$ cat config.mk
export PLATFORM = sky130hd
export DESIGN_NAME = note_tone_sequencer
export DESIGN_NICKNAME = d
export VERILOG_FILES = /design/src/hdl/nts_pkg.sv /design/src/hdl/nts_seq_store.sv /design/src/hdl/nts_core.sv /design/src/hdl/note_tone_sequencer.sv
export SDC_FILE = /design/constraint.sdc
export NUM_CORES = 1
export LEC_CHECK = 0
export BUFFER_PORTS_ARGS = -buffer_cell sky130_fd_sc_hd__buf_2
export CORE_ASPECT_RATIO = 1.5
export CORE_MARGIN = 2
export CORE_UTILIZATION = 42
export DETAILED_ROUTE_END_ITERATION = 10
export GPL_ROUTABILITY_DRIVEN = 0
export SETUP_SLACK_MARGIN = 0.1
export SLEW_MARGIN = 20
export SYNTH_ARGS = -nofsm -noshare
export SYNTH_HDL_FRONTEND = slang
export SYNTH_SLANG_ARGS = --single-unit
$ cat constraint.sdc
create_clock -name clk_i -period 10.2 [get_ports clk_i]
set_input_delay 1.53 -clock clk_i [delete_from_list [all_inputs] [get_ports clk_i]]
set_output_delay 1.53 -clock clk_i [all_outputs]
set_load 0.05 [all_outputs]
$ cat src/hdl/nts_pkg.sv
// Shared types, constants and note tables for the note tone sequencer.
// No dependencies; imported by every module of the block.
package nts_pkg;

  // Sequence store geometry
  localparam int SEQ_DEPTH = 64;
  localparam int SEQ_AW    = $clog2(SEQ_DEPTH);
  localparam logic [6:0] SEQ_DEPTH_L = 7'(SEQ_DEPTH);

  // Note numbering
  localparam logic [5:0] REST_NOTE  = 6'd35;
  localparam int         NOTE_COUNT = 36;

  // Pin pair idle pattern
  localparam logic [1:0] PAIR_IDLE = 2'b10;
  localparam logic [1:0] PAIR_ALL  = 2'b11;

  localparam logic [7:0] TOP_TABLE [NOTE_COUNT] = '{
    8'd252, 8'd239, 8'd226, 8'd213, 8'd201, 8'd190, 8'd179, 8'd169, 8'd160,
    8'd151, 8'd142, 8'd134, 8'd127, 8'd120, 8'd113, 8'd106, 8'd101, 8'd95,
    8'd90,  8'd85,  8'd80,  8'd75,  8'd71,  8'd67,  8'd63,  8'd60,  8'd56,
    8'd53,  8'd50,  8'd47,  8'd45,  8'd42,  8'd40,  8'd38,  8'd36,  8'd253
  };

  localparam logic [7:0] REP_TABLE [NOTE_COUNT] = '{
    8'd25,  8'd26,  8'd28,  8'd29,  8'd31,  8'd33,  8'd35,  8'd37,  8'd39,
    8'd42,  8'd44,  8'd47,  8'd49,  8'd52,  8'd55,  8'd59,  8'd62,  8'd66,
    8'd70,  8'd74,  8'd78,  8'd83,  8'd88,  8'd93,  8'd99,  8'd105, 8'd111,
    8'd117, 8'd124, 8'd132, 8'd140, 8'd148, 8'd157, 8'd166, 8'd176, 8'd25
  };

  typedef enum logic [2:0] {
    CMD_TICK  = 3'd0,
    CMD_PLAY  = 3'd1,
    CMD_WRITE = 3'd2,
    CMD_START = 3'd3,
    CMD_STOP  = 3'd4
  } nts_cmd_e;

  // Input beat
  typedef struct packed {
    logic [2:0] cmd;
    logic [5:0] note;
    logic [7:0] duration;
    logic [5:0] entry_index;
    logic [6:0] seq_length;
    logic [7:0] cut_count;
  } nts_in_t;

  // Result beat
  typedef struct packed {
    logic       tone_out;
    logic [1:0] pair_out;
    logic       playing;
    logic       seq_active;
    logic       note_end;
  } nts_out_t;

  // One sequence store entry
  typedef struct packed {
    logic [5:0] note;
    logic [7:0] len;
  } nts_entry_t;

  // Store write request
  typedef struct packed {
    logic              en;
    logic [SEQ_AW-1:0] addr;
    nts_entry_t        data;
  } nts_wr_t;

  // Timer and sequencer state
  typedef struct packed {
    logic [7:0]  tick;
    logic [7:0]  top;
    logic [15:0] left;
    logic        toggle;
    logic        count_on;
    logic [1:0]  drive;
    logic        tone;
    logic [1:0]  pair;
    logic        run;
    logic [6:0]  pos;
    logic [6:0]  len;
    logic [7:0]  cut;
  } nts_state_t;

  localparam nts_state_t STATE_RESET = '{
    tick: 8'd0, top: 8'd0, left: 16'd0, toggle: 1'b0, count_on: 1'b0,
    drive: 2'b00, tone: 1'b0, pair: PAIR_IDLE, run: 1'b0, pos: 7'd0,
    len: 7'd0, cut: 8'd0
  };

  // Compare top of a note, zero for indexes past the rest
  function automatic logic [7:0] note_top(input logic [5:0] n);
    logic [7:0] r;
    r = 8'd0;
    if (n <= REST_NOTE) r = TOP_TABLE[n];
    return r;
  endfunction

  // Matches per 100 ms of a note, zero for indexes past the rest
  function automatic logic [7:0] note_rep(input logic [5:0] n);
    logic [7:0] r;
    r = 8'd0;
    if (n <= REST_NOTE) r = REP_TABLE[n];
    return r;
  endfunction

endpackage

$ cat src/hdl/nts_seq_store.sv
// Sequence store: note and length per slot, one write and one registered read.
// Depends on nts_pkg for the entry and write types.
module nts_seq_store
  import nts_pkg::*;
(
  input  logic              clk_i,
  input  nts_wr_t           wr_i,
  input  logic [SEQ_AW-1:0] rd_addr_i,
  output nts_entry_t        rd_data_o
);

  nts_entry_t mem_q [SEQ_DEPTH];
  nts_entry_t rd_q;

  // Write the slot
  always_ff @(posedge clk_i) begin
    if (wr_i.en) begin
      mem_q[wr_i.addr] <= wr_i.data;
    end
  end

  // Read the next slot, passing a same-cycle write straight through
  always_ff @(posedge clk_i) begin
    if (wr_i.en && (wr_i.addr == rd_addr_i)) begin
      rd_q <= wr_i.data;
    end else begin
      rd_q <= mem_q[rd_addr_i];
    end
  end

  assign rd_data_o = rd_q;

endmodule

$ cat src/hdl/nts_core.sv
// Tone timer and sequencer step: one command beat per cycle while fire_i is set, against held state.
// Depends on nts_pkg; reads the prefetched store entry from nts_seq_store.
module nts_core
  import nts_pkg::*;
(
  input  logic              clk_i,
  input  logic              rst_ni,
  input  logic              fire_i,
  input  nts_in_t           in_i,
  input  logic              use_pin_pair_i,
  input  nts_entry_t        entry_i,
  output nts_wr_t           wr_o,
  output logic [SEQ_AW-1:0] rd_addr_o,
  output nts_out_t          res_o
);

  nts_state_t st_q, st_d;
  logic       ended;
  logic [5:0] src_note;
  logic [7:0] src_dur;
  logic [7:0] src_top;
  logic [15:0] src_count;
  logic [6:0] pos_next;
  logic [6:0] rd_pos;

  // Load a note or rest into the timer; notes past the rest only re-arm the pin pair
  function automatic nts_state_t start_note(input nts_state_t s, input logic [5:0] n,
                                            input logic [7:0] top,
                                            input logic [15:0] cnt);
    nts_state_t r;
    r = s;
    r.pair  = PAIR_IDLE;
    r.drive = PAIR_ALL;
    if (n < REST_NOTE) begin
      r.toggle   = 1'b1;
      r.left     = cnt;
      r.top      = top;
      r.count_on = 1'b1;
    end else if (n == REST_NOTE) begin
      r.drive    = 2'b00;
      r.toggle   = 1'b0;
      r.left     = cnt;
      r.top      = top;
      r.count_on = 1'b1;
    end
    return r;
  endfunction

  // Pick the note source: command beat for play, store entry otherwise
  always_comb begin
    if (in_i.cmd == CMD_PLAY) begin
      src_note = in_i.note;
      src_dur  = in_i.duration;
    end else begin
      src_note = entry_i.note;
      src_dur  = entry_i.len;
    end
    src_top   = note_top(src_note);
    src_count = 16'(note_rep(src_note)) * 16'(src_dur);
  end

  assign pos_next = st_q.pos + 7'd1;

  // Step the state for one command beat
  always_comb begin
    st_d  = st_q;
    ended = 1'b0;
    wr_o  = '0;
    if (fire_i) begin
      case (in_i.cmd)
        CMD_TICK: begin
          if (st_q.top != 8'd0) begin
            if (st_q.tick >= st_q.top) begin
              st_d.tick = 8'd0;
              st_d.tone = st_q.tone ^ st_q.toggle;
              if (st_q.count_on) begin
                if (use_pin_pair_i) st_d.pair = st_q.pair ^ st_q.drive;
                if (st_q.left != 16'd0) st_d.left = st_q.left - 16'd1;
                if ((st_q.cut != 8'd0) && (st_d.left == {8'd0, st_q.cut})) begin
                  st_d.toggle = 1'b0;
                  st_d.drive  = 2'b00;
                end
                if (st_d.left == 16'd0) begin
                  ended       = 1'b1;
                  st_d.toggle = 1'b1;
                  st_d.tick   = 8'd0;
                  if (st_q.run) begin
                    st_d.pos = pos_next;
                    if (pos_next < st_q.len) begin
                      st_d = start_note(st_d, src_note, src_top, src_count);
                    end else begin
                      st_d.run      = 1'b0;
                      st_d.top      = 8'd0;
                      st_d.count_on = 1'b0;
                      st_d.pair     = 2'b00;
                    end
                  end else begin
                    st_d.top      = 8'd0;
                    st_d.count_on = 1'b0;
                    st_d.pair     = 2'b00;
                  end
                end
              end
            end else begin
              st_d.tick = st_q.tick + 8'd1;
            end
          end
        end
        CMD_PLAY: begin
          st_d = start_note(st_q, src_note, src_top, src_count);
        end
        CMD_WRITE: begin
          if (int'(in_i.entry_index) < SEQ_DEPTH) begin
            wr_o.en        = 1'b1;
            wr_o.addr      = SEQ_AW'(in_i.entry_index);
            wr_o.data.note = in_i.note;
            wr_o.data.len  = in_i.duration;
          end
        end
        CMD_START: begin
          if (!st_q.run) begin
            st_d.cut = in_i.cut_count;
            st_d.run = 1'b1;
            st_d.len = (in_i.seq_length > SEQ_DEPTH_L) ? SEQ_DEPTH_L : in_i.seq_length;
            st_d.pos = 7'd0;
            st_d     = start_note(st_d, src_note, src_top, src_count);
          end
        end
        CMD_STOP: begin
          st_d.top      = 8'd0;
          st_d.count_on = 1'b0;
          st_d.pair     = 2'b00;
          st_d.run      = 1'b0;
        end
        default: begin
        end
      endcase
    end
  end

  // Prefetch the entry the next step may start: slot 0 when idle, else the following slot
  assign rd_pos    = st_d.run ? (st_d.pos + 7'd1) : 7'd0;
  assign rd_addr_o = rd_pos[SEQ_AW-1:0];

  // Hold the state
  always_ff @(posedge clk_i or negedge rst_ni) begin
    if (!rst_ni) begin
      st_q <= STATE_RESET;
    end else begin
      st_q <= st_d;
    end
  end

  // Result of this beat
  assign res_o.tone_out   = st_d.tone;
  assign res_o.pair_out   = st_d.pair;
  assign res_o.playing    = st_d.count_on && (st_d.top != 8'd0);
  assign res_o.seq_active = st_d.run;
  assign res_o.note_end   = ended;

`ifndef NO_ASSERTIONS
  a_end_only_on_tick: assert property (@(posedge clk_i) disable iff (!rst_ni)
    ended |-> (fire_i && (in_i.cmd == CMD_TICK)))
    else $error("note end outside a tick beat");

  a_len_bounded: assert property (@(posedge clk_i) disable iff (!rst_ni)
    st_q.len <= SEQ_DEPTH_L)
    else $error("sequence length above store depth");

  a_stopped_timer_holds: assert property (@(posedge clk_i) disable iff (!rst_ni)
    (fire_i && (in_i.cmd == CMD_TICK) && (st_q.top == 8'd0)) |=> $stable(st_q.tick))
    else $error("tick counter moved while timer stopped");
`endif

endmodule

$ cat src/hdl/note_tone_sequencer.sv
// Top level of the note tone sequencer: input register, step core, store, result register.
// Depends on nts_pkg, nts_core and nts_seq_store.
//
// Square-wave note generator with a 64-slot sequence store. Every command beat
// (tick, play, write slot, start, stop) yields exactly one result beat carrying
// the tone level, pin pair levels, playing, sequence-active and note-end flags.
// A beat passes through an input register and one pass of step logic into the
// result register, from which its result is presented, and one beat is taken
// every cycle while the result side does not stall. The store read is registered
// and addressed from the next state, so the next slot is always ready when a
// note ends. The use_pin_pair register is written through cfg_we_i/cfg_data_i;
// the user writes it only while idle, as the block does not enforce this.
module note_tone_sequencer
  import nts_pkg::*;
(
  input  logic     clk_i,
  input  logic     rst_ni,
  input  logic     in_valid_i,
  output logic     in_stall_o,
  input  nts_in_t  in_data_i,
  output logic     out_valid_o,
  input  logic     out_stall_i,
  output nts_out_t out_data_o,
  input  logic     cfg_we_i,
  input  logic     cfg_data_i
);

  logic              in_valid_q;
  nts_in_t           in_q;
  logic              out_valid_q;
  nts_out_t          out_q;
  logic              use_pin_pair_q;
  logic              advance;
  logic              fire;
  logic              in_take;
  nts_wr_t           wr;
  logic [SEQ_AW-1:0] rd_addr;
  nts_entry_t        entry;
  nts_out_t          res;

  // Handshake: step when the result register is free or being drained
  assign advance    = !out_valid_q || !out_stall_i;
  assign fire       = in_valid_q && advance;
  assign in_stall_o = in_valid_q && !advance;
  assign in_take    = in_valid_i && !in_stall_o;

  // Configuration register
  always_ff @(posedge clk_i or negedge rst_ni) begin
    if (!rst_ni) begin
      use_pin_pair_q <= 1'b0;
    end else if (cfg_we_i) begin
      use_pin_pair_q <= cfg_data_i;
    end
  end

  // Input register
  always_ff @(posedge clk_i or negedge rst_ni) begin
    if (!rst_ni) begin
      in_valid_q <= 1'b0;
    end else if (in_take) begin
      in_valid_q <= 1'b1;
    end else if (fire) begin
      in_valid_q <= 1'b0;
    end
  end

  always_ff @(posedge clk_i) begin
    if (in_take) begin
      in_q <= in_data_i;
    end
  end

  nts_core u_core (
    .clk_i          (clk_i),
    .rst_ni         (rst_ni),
    .fire_i         (fire),
    .in_i           (in_q),
    .use_pin_pair_i (use_pin_pair_q),
    .entry_i        (entry),
    .wr_o           (wr),
    .rd_addr_o      (rd_addr),
    .res_o          (res)
  );

  nts_seq_store u_store (
    .clk_i     (clk_i),
    .wr_i      (wr),
    .rd_addr_i (rd_addr),
    .rd_data_o (entry)
  );

  // Result register
  always_ff @(posedge clk_i or negedge rst_ni) begin
    if (!rst_ni) begin
      out_valid_q <= 1'b0;
    end else if (fire) begin
      out_valid_q <= 1'b1;
    end else if (!out_stall_i) begin
      out_valid_q <= 1'b0;
    end
  end

  always_ff @(posedge clk_i) begin
    if (fire) begin
      out_q <= res;
    end
  end

  assign out_valid_o = out_valid_q;
  assign out_data_o  = out_q;

endmodule

==> results.md <==
- Outcome: finished clean
- Critical-path maximum fanout: 97
- Number of max-cap violations: 0
- Synthesized area: 43,600 um2
- Cts hold-fix bufs: 0
- Commonest non-fill, non-tap cell in the layout: edfxtp_1
- Clock Tree Root: clkbuf_16
- Clock transition at path regs: 60 ps
- First drt pass iteration count: 6
- Post-route clock period utilization: 87.89%
- All-layer global routing usage: 21.16%
- Sw power: 0.002129 W
- Critical path class: register to register
- Worst slew margin: 26.97%
- Synth area leader: edfxtp_1
- Post-CTS Setup Bufs: 0
- RSZ-0062 raised after global routing: no
- Min Hold Slack: 465.3 ps
- Most used cell, CP: inv_1
- Via-to-Cell Ratio: 5.811
- ANT nets after route: 0
- Synth top area share: 64.73%
- Die Ht: 398.6 um
- Clk pwr share: 39.7%
- Cells after synthesis: 2,495
- DR WL/cell: 27.30 um
- Worst path top cell family by delay: compound AO/OA/AOI/OAI gates
- Crit start category: register
- PwrDens: 182.8 nW/um2
- Clk_lat worst skew: 720 ps
- Slew @ Worst Pin: 1094 ps
- Delay of the slowest critical-path stage: 670 ps
- WL final: 111,100 um
- Critical Path Slowest Stage Cell: a31oi_1
- CTS tree: yes
- Final setup violation count: 0
- Worst min path class: register to register
- Flip-flop and latch count after synthesis: 1,011
- Longest Clk Path Bufs: 3
- Sequential-to-total area share from yosys stat: 68.74%
- Slew Viols, Final: 0
- Req. time, crit path: 10,770 ps
- IO buf count: 51
- First-pass GRT wire length: 163,800 um
- Die Area: 106,500 um2
- Initial drt markers: 2,568
- Most frequent cells in the layout: edfxtp_1 (940), mux4_2 (243), nor2_1 (158)
- Top FF cell, synth: edfxtp_1
- Initial antenna violation count: 1
- Post-synth EDFFs: 940
- Vias in the first global route: 24,420
- VDD IR-drop max: 123.7 uV
- CP Capture Type: register
- Share of total power in combinational logic: 8.2%
- Fin nets: 2,751
- Distinct cells, synth: 93
- Largest net degree at the start of global routing: 98
- Die Span X: 267.1 um
- Synth Area per Inst: 17.48 um2
- Half-perimeter wire length after placement: 72,590 um
- Fmax: 111.6 MHz
- P_leak: 14.52 nW
- Final Util: 47.70%
- Register share of total power: 52.1%
- Final Skew: 62.34 ps
- Total gr overflow: 0
- CTS Buf Count: 94
- Vias: 23,660
- Async SR Flop Fraction: 6.429%
- Min-Delay Path Depth: 1
- TNS Setup: 0 ps
- Internal Power: 0.006843 W
- Net Count, Synth: 2,638
- DRC violations left: 0
- Hold wc startpoint: in_q[5]
- Final min period: 8964 ps
- Row count: 144
- Area grow syn2layout: 12.54%
- Synth warnings: 0
- CTS HTree Levels: 3
- Core area: 102,900 um2
- Reg2reg path depth: 30
- Diodes inserted: 0
- CTS sink count: 1,011
- Final Hold Vio Count: 0
- Critical path depth: 30
- Initial core utilization: 42.38%
- Worst path buffer plus inverter count: 6
- Arr. time, crit path: 9530 ps
- Ports: 52
- Post-CTS resize count: 0
- Ranking of synthesized cells by area: edfxtp_1 (65%), mux4_2 (13%), dfrtp_1 (3.7%), ha_1 (1.8%), mux2i_1 (1.7%)
- Net Sw Frac: 23.73%
- Share of layout cells above drive strength 1: 22.47%
- Power, Total: 0.008972 W
-- logic make-up (layout without fill, tap and decap cells) --
family	after synthesis	in the layout	share of synthesized area, %
flip-flops	1011	1011	68.74
AND/OR/NAND/NOR	481	481	5.512
multiplexers	330	330	14.59
AO/OA/AOI/OAI	320	320	4.887
buffers and inverters	214	403	2.006
adder cells (fa/ha/maj)	99	99	3.461
XOR/XNOR	40	40	0.8034
-- power groups by stage --
stage                     sequential [W]  combinational (W)  clock, W
after floorplan                  0.00471           0.000572         0
after global placement           0.00475           0.000724         0
after detailed placement         0.00476           0.000735         0
after CTS                        0.00467           0.000741   0.00363
after global routing             0.00468           0.000826   0.00378
final                            0.00467           0.000738   0.00356
-- registers in the layout (all words and copies together) (netlist names), named ones only --
name            count
in_valid_q          1
u_store.mem_q     896
out_valid_o         1
u_core.st_q        62
use_pin_pair_q      1
in_q               38
out_data_o          6
-- final cells by class --
class / count / area, um2
tap: 1387 / 1735
fill: 8564 / 53810
sequential: 1011 / 29990
multi-input combinational: 1270 / 12870
inverter: 88 / 330.3
timing repair buffer: 143 / 996.0
clock inverter: 64 / 747.0
clock buffer: 108 / 2405
-- worst paths after layout --
path | endpoint | slack, ps
max reg2reg | u_core.st_q[45] | 1240
max in group asynchronous | u_core.st_q[6] | 8560
max | u_core.st_q[45] | 1240
min in group asynchronous | u_core.st_q[58] | 1010
min | u_core.st_q[5] | 470
min reg2reg | u_core.st_q[5] | 470
-- stage by stage --
step                      area, um2  std cells  worst slack [ps]
final                         49070       4071              1236
after global routing          49070       4071             600.3
after CTS                     49070       4071              1185
after detailed placement      45910       3899              1205
after global placement        45890       3899              1402
after floorplan               43600       2495              2219
-- cell usage after synthesis (all sizes together) (33+ instances only) --
library cell / n
dfrtp: 64
mux2i: 73
o21ai: 78
edfxtp: 940
ha: 63
nand2: 81
mux4: 243
a21oi: 76
clkbuf: 65
buf: 61
nand3: 33
fa: 36
inv: 87
nor2: 179
-- metal layers --
layer	global-route usage (%)	part of all wire [%]
met4	9.500	4.3
met1	25.50	38
met3	3.066	5.8
met5	0	0
met2	37.59	52
No activity file was read; power rests on OpenSTA's default activity.
